<file path="config.mk">
export PLATFORM = sky130hd
export DESIGN_NAME = frame_pacing_release_timer
export DESIGN_NICKNAME = d
export VERILOG_FILES = /design/src/design/fprt_pkg.sv /design/src/design/frame_pacing_release_timer.sv /design/src/design/fprt_div.sv
export SDC_FILE = /design/constraint.sdc
export NUM_CORES = 1
export LEC_CHECK = 0
export BUFFER_PORTS_ARGS = -buffer_cell sky130_fd_sc_hd__clkbuf_2
export CORE_AREA = 5 5 371 337
export CTS_BUF_LIST = sky130_fd_sc_hd__clkbuf_4
export DETAILED_ROUTE_END_ITERATION = 8
export DIE_AREA = 0 0 376 342
export GPL_TIMING_DRIVEN = 0
export REMOVE_ABC_BUFFERS = 1
export SETUP_SLACK_MARGIN = 0.3
export SLEW_MARGIN = 15
export SYNTH_ARGS = -nofsm -noshare
export SYNTH_HDL_FRONTEND = slang
export SYNTH_HIERARCHICAL = 1
export SYNTH_SLANG_ARGS = --single-unit
</file>
<file path="constraint.sdc">
create_clock -name clk -period 7.2 [get_ports clk]
set_input_delay 0.72 -clock clk [delete_from_list [all_inputs] [get_ports clk]]
set_output_delay 0.72 -clock clk [all_outputs]
set_load 0.02 [all_outputs]
</file>
<file path="src/design/fprt_pkg.sv">
// Shared types and constants for the frame pacing release timer.
// Used by fprt_div and frame_pacing_release_timer; no dependencies.
`timescale 1ns / 1ps
`default_nettype none

package fprt_pkg;

  localparam int TIME_W  = 63;   // tick count width
  localparam int TGT_W   = 64;   // target register wraps mod 2^64
  localparam int FREQ_W  = 32;
  localparam int RATE_W  = 10;
  localparam int MULT_W  = 4;
  localparam int DVS_W   = 13;   // capture_rate * multiplier <= 8184
  localparam int CFG_IDX_W = 3;
  localparam int CFG_W   = 32;
  localparam int DIV_CNT_W = $clog2(FREQ_W);   // divider step counter

  localparam logic [MULT_W-1:0] MULT_MAX = MULT_W'(8);

  localparam logic [FREQ_W-1:0] TIMER_FREQ_RST = FREQ_W'(10000000);
  localparam logic [MULT_W-1:0] RATE_MULT_RST  = MULT_W'(1);

  typedef enum logic [CFG_IDX_W-1:0] {
    CFG_TIMER_FREQ   = 3'd0,
    CFG_SYNC_ENABLE  = 3'd1,
    CFG_CAPTURE_RATE = 3'd2,
    CFG_RATE_MULT    = 3'd3,
    CFG_GENERAL_EN   = 3'd4,
    CFG_GENERAL_RATE = 3'd5
  } cfg_idx_t;

  typedef enum logic {
    MODE_FRAME = 1'b0,
    MODE_RESET = 1'b1
  } mode_t;

  typedef struct packed {
    logic              mode;
    logic [TIME_W-1:0] time_now;
    logic              recording;
  } in_req_t;

  typedef struct packed {
    logic              paced;
    logic [TIME_W-1:0] release_time;
  } out_res_t;

  // Divider request: start pulse with operands.
  typedef struct packed {
    logic              start;
    logic [FREQ_W-1:0] dividend;
    logic [DVS_W-1:0]  divisor;
  } div_req_t;

  typedef struct packed {
    logic              done;
    logic [FREQ_W-1:0] quotient;
  } div_rsp_t;

endpackage

`default_nettype wire

</file>
<file path="src/design/frame_pacing_release_timer.sv">
// Frame pacing release timer: turns frame requests into release ticks on a fixed cadence.
// Depends on fprt_pkg and fprt_div.
//
// Usage:
//   Input channel (in_valid / in_stall / in_data) carries one request: mode, time_now,
//   recording. A frame request (mode 0) yields exactly one result on the output channel
//   (out_valid / out_stall / out_data); a timing reset request (mode 1) yields none.
//   Configuration is written through cfg_we / cfg_index / cfg_data while idle.
// Sequence:
//   Paced frame, from accept to out_valid: 32 steps of the shared divider, one to take
//   the quotient, one each for the lag subtract, the compare / re-arm and the target
//   advance, one to load the output register. Unpaced frame: straight to the output load.
//   Timing reset: no result. in_stall is high while a paced or unpaced frame is in work,
//   so a new request is accepted only once that frame has reached the output register.
// Reset:
//   rst (synchronous) restores register defaults and disarms the target.
// Output stall:
//   The result sits in an output register. A new request is accepted while it waits;
//   that request's result is held internally until the output register frees up.
`timescale 1ns / 1ps
`default_nettype none

module frame_pacing_release_timer (
  input  wire logic                              clk,
  input  wire logic                              rst,
  input  wire logic                              in_valid,
  output logic                                   in_stall,
  input  wire fprt_pkg::in_req_t                 in_data,
  output logic                                   out_valid,
  input  wire logic                              out_stall,
  output fprt_pkg::out_res_t                     out_data,
  input  wire logic                              cfg_we,
  input  wire logic [fprt_pkg::CFG_IDX_W-1:0]    cfg_index,
  input  wire logic [fprt_pkg::CFG_W-1:0]        cfg_data
);
  import fprt_pkg::*;

  typedef enum logic [5:0] {
    S_IDLE  = 6'b000001,
    S_DIV   = 6'b000010,
    S_DIFF  = 6'b000100,
    S_CHECK = 6'b001000,
    S_ADV   = 6'b010000,
    S_OUT   = 6'b100000
  } state_t;

  state_t state;

  // configuration
  logic [FREQ_W-1:0] timer_freq;
  logic              sync_enable;
  logic [RATE_W-1:0] capture_rate;
  logic [MULT_W-1:0] rate_multiplier;
  logic              general_enable;
  logic [RATE_W-1:0] general_rate;

  // timing state
  logic [TGT_W-1:0]  next_release;
  logic [FREQ_W-1:0] last_interval;

  // per-request work registers
  logic [TIME_W-1:0] now_q;
  logic [FREQ_W-1:0] interval;
  logic [TGT_W:0]    lag;        // {borrow, now - target}
  out_res_t          res;

  div_req_t          div_req;
  div_rsp_t          div_rsp;

  logic              accept;
  logic              use_capture;
  logic              active;
  logic [RATE_W+MULT_W-1:0] cap_prod;
  logic [DVS_W-1:0]  divisor;
  logic              mult_ok;
  logic [FREQ_W-1:0] phase;
  logic              late;
  logic              out_free;

  assign in_stall = (state != S_IDLE);
  assign accept   = in_valid && !in_stall;
  assign out_free = !out_valid || !out_stall;

  always_comb begin
    use_capture = in_data.recording && sync_enable;
    cap_prod    = capture_rate * rate_multiplier;
    mult_ok     = (rate_multiplier != '0) && (rate_multiplier <= MULT_MAX);
    if (use_capture) begin
      active  = (capture_rate != '0) && mult_ok;
      divisor = cap_prod[DVS_W-1:0];
    end else begin
      active  = general_enable && (general_rate != '0);
      divisor = DVS_W'(general_rate);
    end
  end

  always_comb begin
    div_req.start    = accept && (in_data.mode == MODE_FRAME) && active;
    div_req.dividend = timer_freq;
    div_req.divisor  = divisor;
  end

  fprt_div u_div (
    .clk (clk),
    .rst (rst),
    .req (div_req),
    .rsp (div_rsp)
  );

  // half interval, at least one tick
  assign phase = (interval[FREQ_W-1:1] == '0) ? FREQ_W'(1) : {1'b0, interval[FREQ_W-1:1]};
  // late only when now is past the target by more than two intervals
  assign late  = !lag[TGT_W] && (lag[TGT_W-1:0] > {{(TGT_W-FREQ_W-1){1'b0}}, interval, 1'b0});

  always_ff @(posedge clk) begin
    if (rst) begin
      timer_freq      <= TIMER_FREQ_RST;
      sync_enable     <= 1'b0;
      capture_rate    <= '0;
      rate_multiplier <= RATE_MULT_RST;
      general_enable  <= 1'b0;
      general_rate    <= '0;
    end else if (cfg_we) begin
      case (cfg_idx_t'(cfg_index))
        CFG_TIMER_FREQ:   timer_freq      <= cfg_data[FREQ_W-1:0];
        CFG_SYNC_ENABLE:  sync_enable     <= cfg_data[0];
        CFG_CAPTURE_RATE: capture_rate    <= cfg_data[RATE_W-1:0];
        CFG_RATE_MULT:    rate_multiplier <= cfg_data[MULT_W-1:0];
        CFG_GENERAL_EN:   general_enable  <= cfg_data[0];
        CFG_GENERAL_RATE: general_rate    <= cfg_data[RATE_W-1:0];
        default: ;
      endcase
    end
  end

  always_ff @(posedge clk) begin
    if (rst) begin
      state         <= S_IDLE;
      next_release  <= '0;
      last_interval <= '0;
      out_valid     <= 1'b0;
    end else begin
      if (state == S_OUT && out_free) begin
        out_valid <= 1'b1;
      end else if (out_valid && !out_stall) begin
        out_valid <= 1'b0;
      end
      case (state)
        S_IDLE: begin
          if (accept) begin
            if (in_data.mode == MODE_RESET) begin
              next_release <= '0;
            end else if (active) begin
              state <= S_DIV;
            end else begin
              next_release  <= '0;
              last_interval <= '0;
              state         <= S_OUT;
            end
          end
        end
        S_DIV: begin
          if (div_rsp.done) begin
            if (last_interval != '0 && div_rsp.quotient != last_interval) begin
              next_release <= '0;
            end
            last_interval <= div_rsp.quotient;
            state         <= S_DIFF;
          end
        end
        S_DIFF: begin
          state <= S_CHECK;
        end
        S_CHECK: begin
          if (next_release == '0 || late) begin
            next_release <= {1'b0, now_q} + {{(TGT_W-FREQ_W){1'b0}}, phase};
          end
          state <= S_ADV;
        end
        S_ADV: begin
          next_release <= next_release + {{(TGT_W-FREQ_W){1'b0}}, interval};
          state        <= S_OUT;
        end
        S_OUT: begin
          if (out_free) begin
            state <= S_IDLE;
          end
        end
        default: state <= S_IDLE;
      endcase
    end
  end

  // datapath registers
  always_ff @(posedge clk) begin
    if (accept) begin
      now_q <= in_data.time_now;
    end
    if (accept && !active) begin
      res.paced        <= 1'b0;
      res.release_time <= in_data.time_now;
    end
    if (state == S_DIV && div_rsp.done) begin
      interval <= div_rsp.quotient;
    end
    if (state == S_DIFF) begin
      lag <= {2'b00, now_q} - {1'b0, next_release};
    end
    if (state == S_ADV) begin
      res.paced        <= 1'b1;
      res.release_time <= next_release[TIME_W-1:0];
    end
    if (state == S_OUT && out_free) begin
      out_data <= res;
    end
  end

  // The divider is only started from an idle block.
  a_div_start_idle: assert property (@(posedge clk) disable iff (rst)
    div_req.start |-> state == S_IDLE)
    else $error("divider started while busy");

  // A new result appears only out of the output state.
  a_out_from_state: assert property (@(posedge clk) disable iff (rst)
    $rose(out_valid) |-> $past(state == S_OUT))
    else $error("result raised outside the output state");

  // The advance step moves the target by exactly one interval.
  a_target_advance: assert property (@(posedge clk) disable iff (rst)
    state == S_ADV |=> next_release ==
      $past(next_release) + {{(TGT_W-FREQ_W){1'b0}}, $past(interval)})
    else $error("target not advanced by one interval");

  // Divider completion always moves the sequencer on.
  a_div_done_next: assert property (@(posedge clk) disable iff (rst)
    (state == S_DIV && div_rsp.done) |=> state == S_DIFF)
    else $error("divider result not taken");

endmodule

`default_nettype wire

</file>
<file path="src/design/fprt_div.sv">
// Radix-2 restoring divider, one quotient bit per cycle.
// Depends on fprt_pkg for widths and the request/response structs.
`timescale 1ns / 1ps
`default_nettype none

module fprt_div (
  input  wire logic             clk,
  input  wire logic             rst,
  input  wire fprt_pkg::div_req_t req,
  output fprt_pkg::div_rsp_t    rsp
);
  import fprt_pkg::*;

  logic [DVS_W-1:0]     rem;
  logic [FREQ_W-1:0]    quo;
  logic [DVS_W-1:0]     dvs;
  logic [DIV_CNT_W-1:0] count;
  logic                 busy;
  logic                 done;

  logic [DVS_W:0]    shifted;
  logic [DVS_W+1:0]  trial;

  always_comb begin
    shifted = {rem, quo[FREQ_W-1]};
    trial   = {1'b0, shifted} - {2'b00, dvs};
  end

  always_ff @(posedge clk) begin
    if (rst) begin
      busy  <= 1'b0;
      done  <= 1'b0;
      count <= '0;
    end else begin
      done <= 1'b0;
      if (req.start) begin
        busy  <= 1'b1;
        count <= '0;
      end else if (busy) begin
        count <= count + DIV_CNT_W'(1);
        if (count == DIV_CNT_W'(FREQ_W - 1)) begin
          busy <= 1'b0;
          done <= 1'b1;
        end
      end
    end
  end

  // Datapath: quotient bits shift in as dividend bits shift out
  always_ff @(posedge clk) begin
    if (req.start) begin
      rem <= '0;
      quo <= req.dividend;
      dvs <= req.divisor;
    end else if (busy) begin
      if (!trial[DVS_W+1]) begin
        rem <= trial[DVS_W-1:0];
        quo <= {quo[FREQ_W-2:0], 1'b1};
      end else begin
        rem <= shifted[DVS_W-1:0];
        quo <= {quo[FREQ_W-2:0], 1'b0};
      end
    end
  end

  assign rsp = '{done: done, quotient: quo};

endmodule

`default_nettype wire

</file>
==> results.md <==
- The flow ran to the end, and the final reports show no timing, DRC or antenna violations.
- The static leakage is 13.5 nW.
- The Yosys step of the flow raised 6 warnings.
- The number of vias per cell is 4.86.
- Each instance of the synthesized netlist takes up on average 9.68 µm².
- The delay of the slowest critical-path stage is 0.79 ns.
- The most critical setup path has its endpoint at next_release[44].
- The kind of start point of the critical path is a flop.
- The fraction of registers with async set/reset is 0.
- The sink count of the clock tree is 514.
- The count of buffering cells on the critical path with inverters included is 1.
- The H-tree was split into 4 levels.
- The final RePlAce weighted congestion is 0.891.
- The most critical setup path has its startpoint at interval[28].
- The power per standard cell area is 232 nW/µm².
- The number of antenna violations at the first check in global routing is 16.
- STA puts the critical path data arrival time at 6.03 ns.
- The number of top-level pins is 171.
- Dividing the final minimum period by the clock period gives 0.717.
- For this run, the leading register cell type out of synthesis is edfxtp_1.
- TritonCTS built the clock tree.
- Relative to the synthesized area, the layout overhead comes to 19.2%.
- The post-synthesis cell count is 3093.
- At the pin with the least slew margin, the transition time is 1.10 ns.
- The die covers 129000 µm².
- The final route contains 24800 vias.
- The fill cell instance count of the final layout is 12500.
- The total count of hold-check failures in the final report is 0.
- The overall routed net length is 94100 µm.
- The post-detailed-route DRC marker count is 0.
- The floorplan step defined a core boundary enclosing 120000 µm².
- The width of the die is 376 µm.
- The maximum operating frequency is 194 MHz.
- The clock arrives with 0.0892 ns of skew.
- Setup repair after global routing left no endpoint under its margin.
- The reg-to-reg setup timing slack is 2.04 ns.
- The tree is rooted in a clkbuf_4.
- The slowest stage of the critical path belongs to the cell nor3b_2.
- The post-synthesis cell area is 29900 µm².
- In the final timing run, aggregate negative setup slack is 0 ns.
- The kind of end point of the critical path is a flop.
- The final-report setup violation count is 0.
- In the final design database the tool counted 3698 nets.
- The final count of pins violating max slew was 0.
- The number of enable flip-flop cells after synthesis is 332.
- The part of the Yosys area used for sequential elements is 0.455.
- For the worst setup path, the data required time is 8.06 ns.
- The normalized max-slew margin is 0.270.
- The setup path with the least slack is of type reg -> reg.
- The CTS buffer count is 143.
- In this run the worst hold path is classified as in -> reg.
- The buffer count from post-CTS setup fixing is 0.
- The remaining global-route overflow is 0.
- The worst flop-to-flop path endpoint is next_release[44].
- No sink is reached through more buffers than the 3 on the longest clock path.
- The overall global routing resource usage is 0.141.
- The first global-routing pass estimated 142000 µm of wire.
- Counting cells, the worst reg-to-reg path comes to 16.
- The number of global-route vias before repair was 23900.
- Of the cells placed in the final design, the portion with a size suffix greater than 1 is 0.151.
- The number of storage elements in the synthesis netlist is 514.
- The detailed router finished its first iteration with 2274 violations.
- The first-pass detailed-route iteration total is 8.
- The cell class contributing the biggest share of worst-path delay is simple AND/OR/NAND/NOR gates.
- The worst hold path begins at cfg_we.
- After floorplanning, the core was divided into 121 placement rows.
- The critical path goes through nor4_1, nand4_1, o21ai_0, ha_1, inv_1, fa_1, nand2b_1, a21oi_1, o2111ai_1, a31oi_1, a211oi_2, nor3b_2, nand4_1, xnor2_1, a21oi_1, o21ai_0.
- After detailed routing, the average wire length per cell comes to 18.4 µm.
- The worst hold path was traced through 5 stages.
- The number of buffers added on ports is 170.
- The largest net degree at the start of global routing is 81.
- The remaining antenna violation count after routing is 0.
- Once placement finished, the instance area stood at 32700 µm².
- In this run the vertical extent of the chip is 342 µm.
- The number of max-cap violations is 0.
- IR analysis of the VDD net gives a maximum drop of 0.148 mV.
- The maximum fanout encountered on the critical timing path is 8.
- The top cell types in the final layout, fill and taps aside, are nand2_1, edfxtp_1, a21oi_1.
- The count of distinct cell types in the synthesized netlist is 94.
- The library cell used most frequently in the layout, excluding fill and tap cells, is nand2_1.
- The CTS clock-pin slew for the worst setup and hold paths is 0.07 ns.
- The critical path depth is 16.
- For the worst-skew pair, the clock arrives at the later sink with an insertion delay of 1.05 ns.
- Summing all non-filler instances in the final layout gives an area of 35700 µm².
- After legalization and detailed placement, the total HPWL measured 71100 µm.
- The starting density of the core is 0.249.
- The worst path needs 5.16 ns of the cycle, external delays included.
- The startpoint of the worst register-to-register path is interval[28].
==> repair_timing <==
item	4_1_cts	5_1_grt
hold buffers	100	0
resized for setup	0	0
endpoints found under the hold margin	183	0
endpoints found under the setup margin	0	0
==> kinds of logic (layout without fill, tap and decap cells) <==
family / after synthesis / after routing / share of synthesized area
buffers and inverters: 346 / 753 / 0.0454
AOI/OAI and AO/OA: 823 / 823 / 0.178
muxes: 50 / 50 / 0.0182
adders and majority gates: 209 / 209 / 0.0924
DFF: 514 / 514 / 0.455
xor gates and xnor gates: 203 / 203 / 0.0594
other: 0 / 14 / 0
and+or+nand+nor: 948 / 948 / 0.152
==> per-layer routing <==
| metal | share of wire | GRT usage | vias up | wire length, µm |
|---|---|---|---|---|
| met5 | 0.00088 | 0 | - | 83 |
| met4 | 0.033 | 0.0496 | 12 | 3110 |
| li1 | - | - | 12000 | - |
| met3 | 0.066 | 0.0357 | 187 | 6190 |
| met2 | 0.44 | 0.219 | 854 | 41700 |
| met1 | 0.46 | 0.192 | 11800 | 43000 |
==> Yosys cell counts, types with 18 or more instances <==
| library cell | instances | area, µm² |
|---|---|---|
| a21oi_1 | 235 | 1180 |
| nand2b_1 | 20 | 125 |
| dfxtp_1 | 182 | 3640 |
| nand3_1 | 77 | 385 |
| nand2_1 | 367 | 1380 |
| o21a_1 | 18 | 135 |
| and2_1 | 32 | 200 |
| clkbuf_1 | 135 | 507 |
| xnor2_1 | 146 | 1280 |
| a31oi_1 | 30 | 188 |
| nor2_1 | 177 | 664 |
| a22oi_1 | 43 | 323 |
| xor2_1 | 57 | 499 |
| fa_1 | 20 | 400 |
| nor4_1 | 62 | 388 |
| and3_1 | 23 | 144 |
| edfxtp_1 | 332 | 9970 |
| a21o_1 | 88 | 661 |
| ha_1 | 189 | 2360 |
| mux2_2 | 35 | 394 |
| nor2b_1 | 21 | 131 |
| o21bai_1 | 26 | 195 |
| nand4_1 | 61 | 382 |
| o21ai_0 | 185 | 926 |
| nor3_1 | 48 | 240 |
| a211oi_1 | 36 | 270 |
| inv_1 | 187 | 702 |
==> report_power, final <==
| part | internal [mW] | switching (mW) |
|---|---|---|
| Sequential | 3.38 | 0.154 |
| Combinational | 0.744 | 1.19 |
| Clock | 1.47 | 1.35 |
| Total | 5.59 | 2.69 |
==> stage by stage <==
step,cells,power (mW),util,setup WS [ns],hold WS (ns)
after global placement,4704,5.40,0.267,-6.95,0.403
after floorplan,2935,4.84,-,-1.82,0.400
after CTS,5099,8.38,0.296,2.06,0.0496
after global routing,5106,8.76,0.296,1.77,0.0657
final,5113,8.28,0.297,2.04,0.150
after detailed placement,4738,5.43,0.272,2.09,0.405
==> state kept, by name (all words and copies together) (netlist names), 4 cells and up <==
signal           flops
u_div/quo           32
u_div/dvs           13
u_div/rem           13
capture_rate        10
now_q               63
res                 64
timer_freq          32
general_rate        10
out_data            64
last_interval       32
u_div/count          5
rate_multiplier      4
state                6
next_release        64
lag                 65
interval            32
==> worst register-to-register path, delay by kind of cell, from the launching register on <==
family          cells  cell delay, ns
simple gates        5            1.83
compound gates      7            1.79
fa+ha+maj           2            0.64
flops               1            0.52
xor+xnor            1            0.18
buf+inv             1            0.07
==> worst min-delay path by stage <==
stage	endpoint	slack, ns
after floorplan	out_data[0]	0.40
after global placement	out_data[19]	0.40
after detailed placement	out_data[19]	0.40
after CTS	general_rate[4]	0.05
after global routing	general_rate[4]	0.07
final	general_rate[4]	0.15
==> layout make-up <==
type	count	area (µm²)	area share
Multi-Input combinational cell	2233	15000	0.421
Sequential cell	514	13600	0.381
Timing Repair Buffer	304	2410	0.0674
Tap cell	1599	2000	0.0560
Clock buffer	210	1580	0.0442
Inverter	188	706	0.0198
Clock inverter	51	338	0.00946
Antenna cell	14	35.0	0.000981
Power figures use the tool's default switching activity.
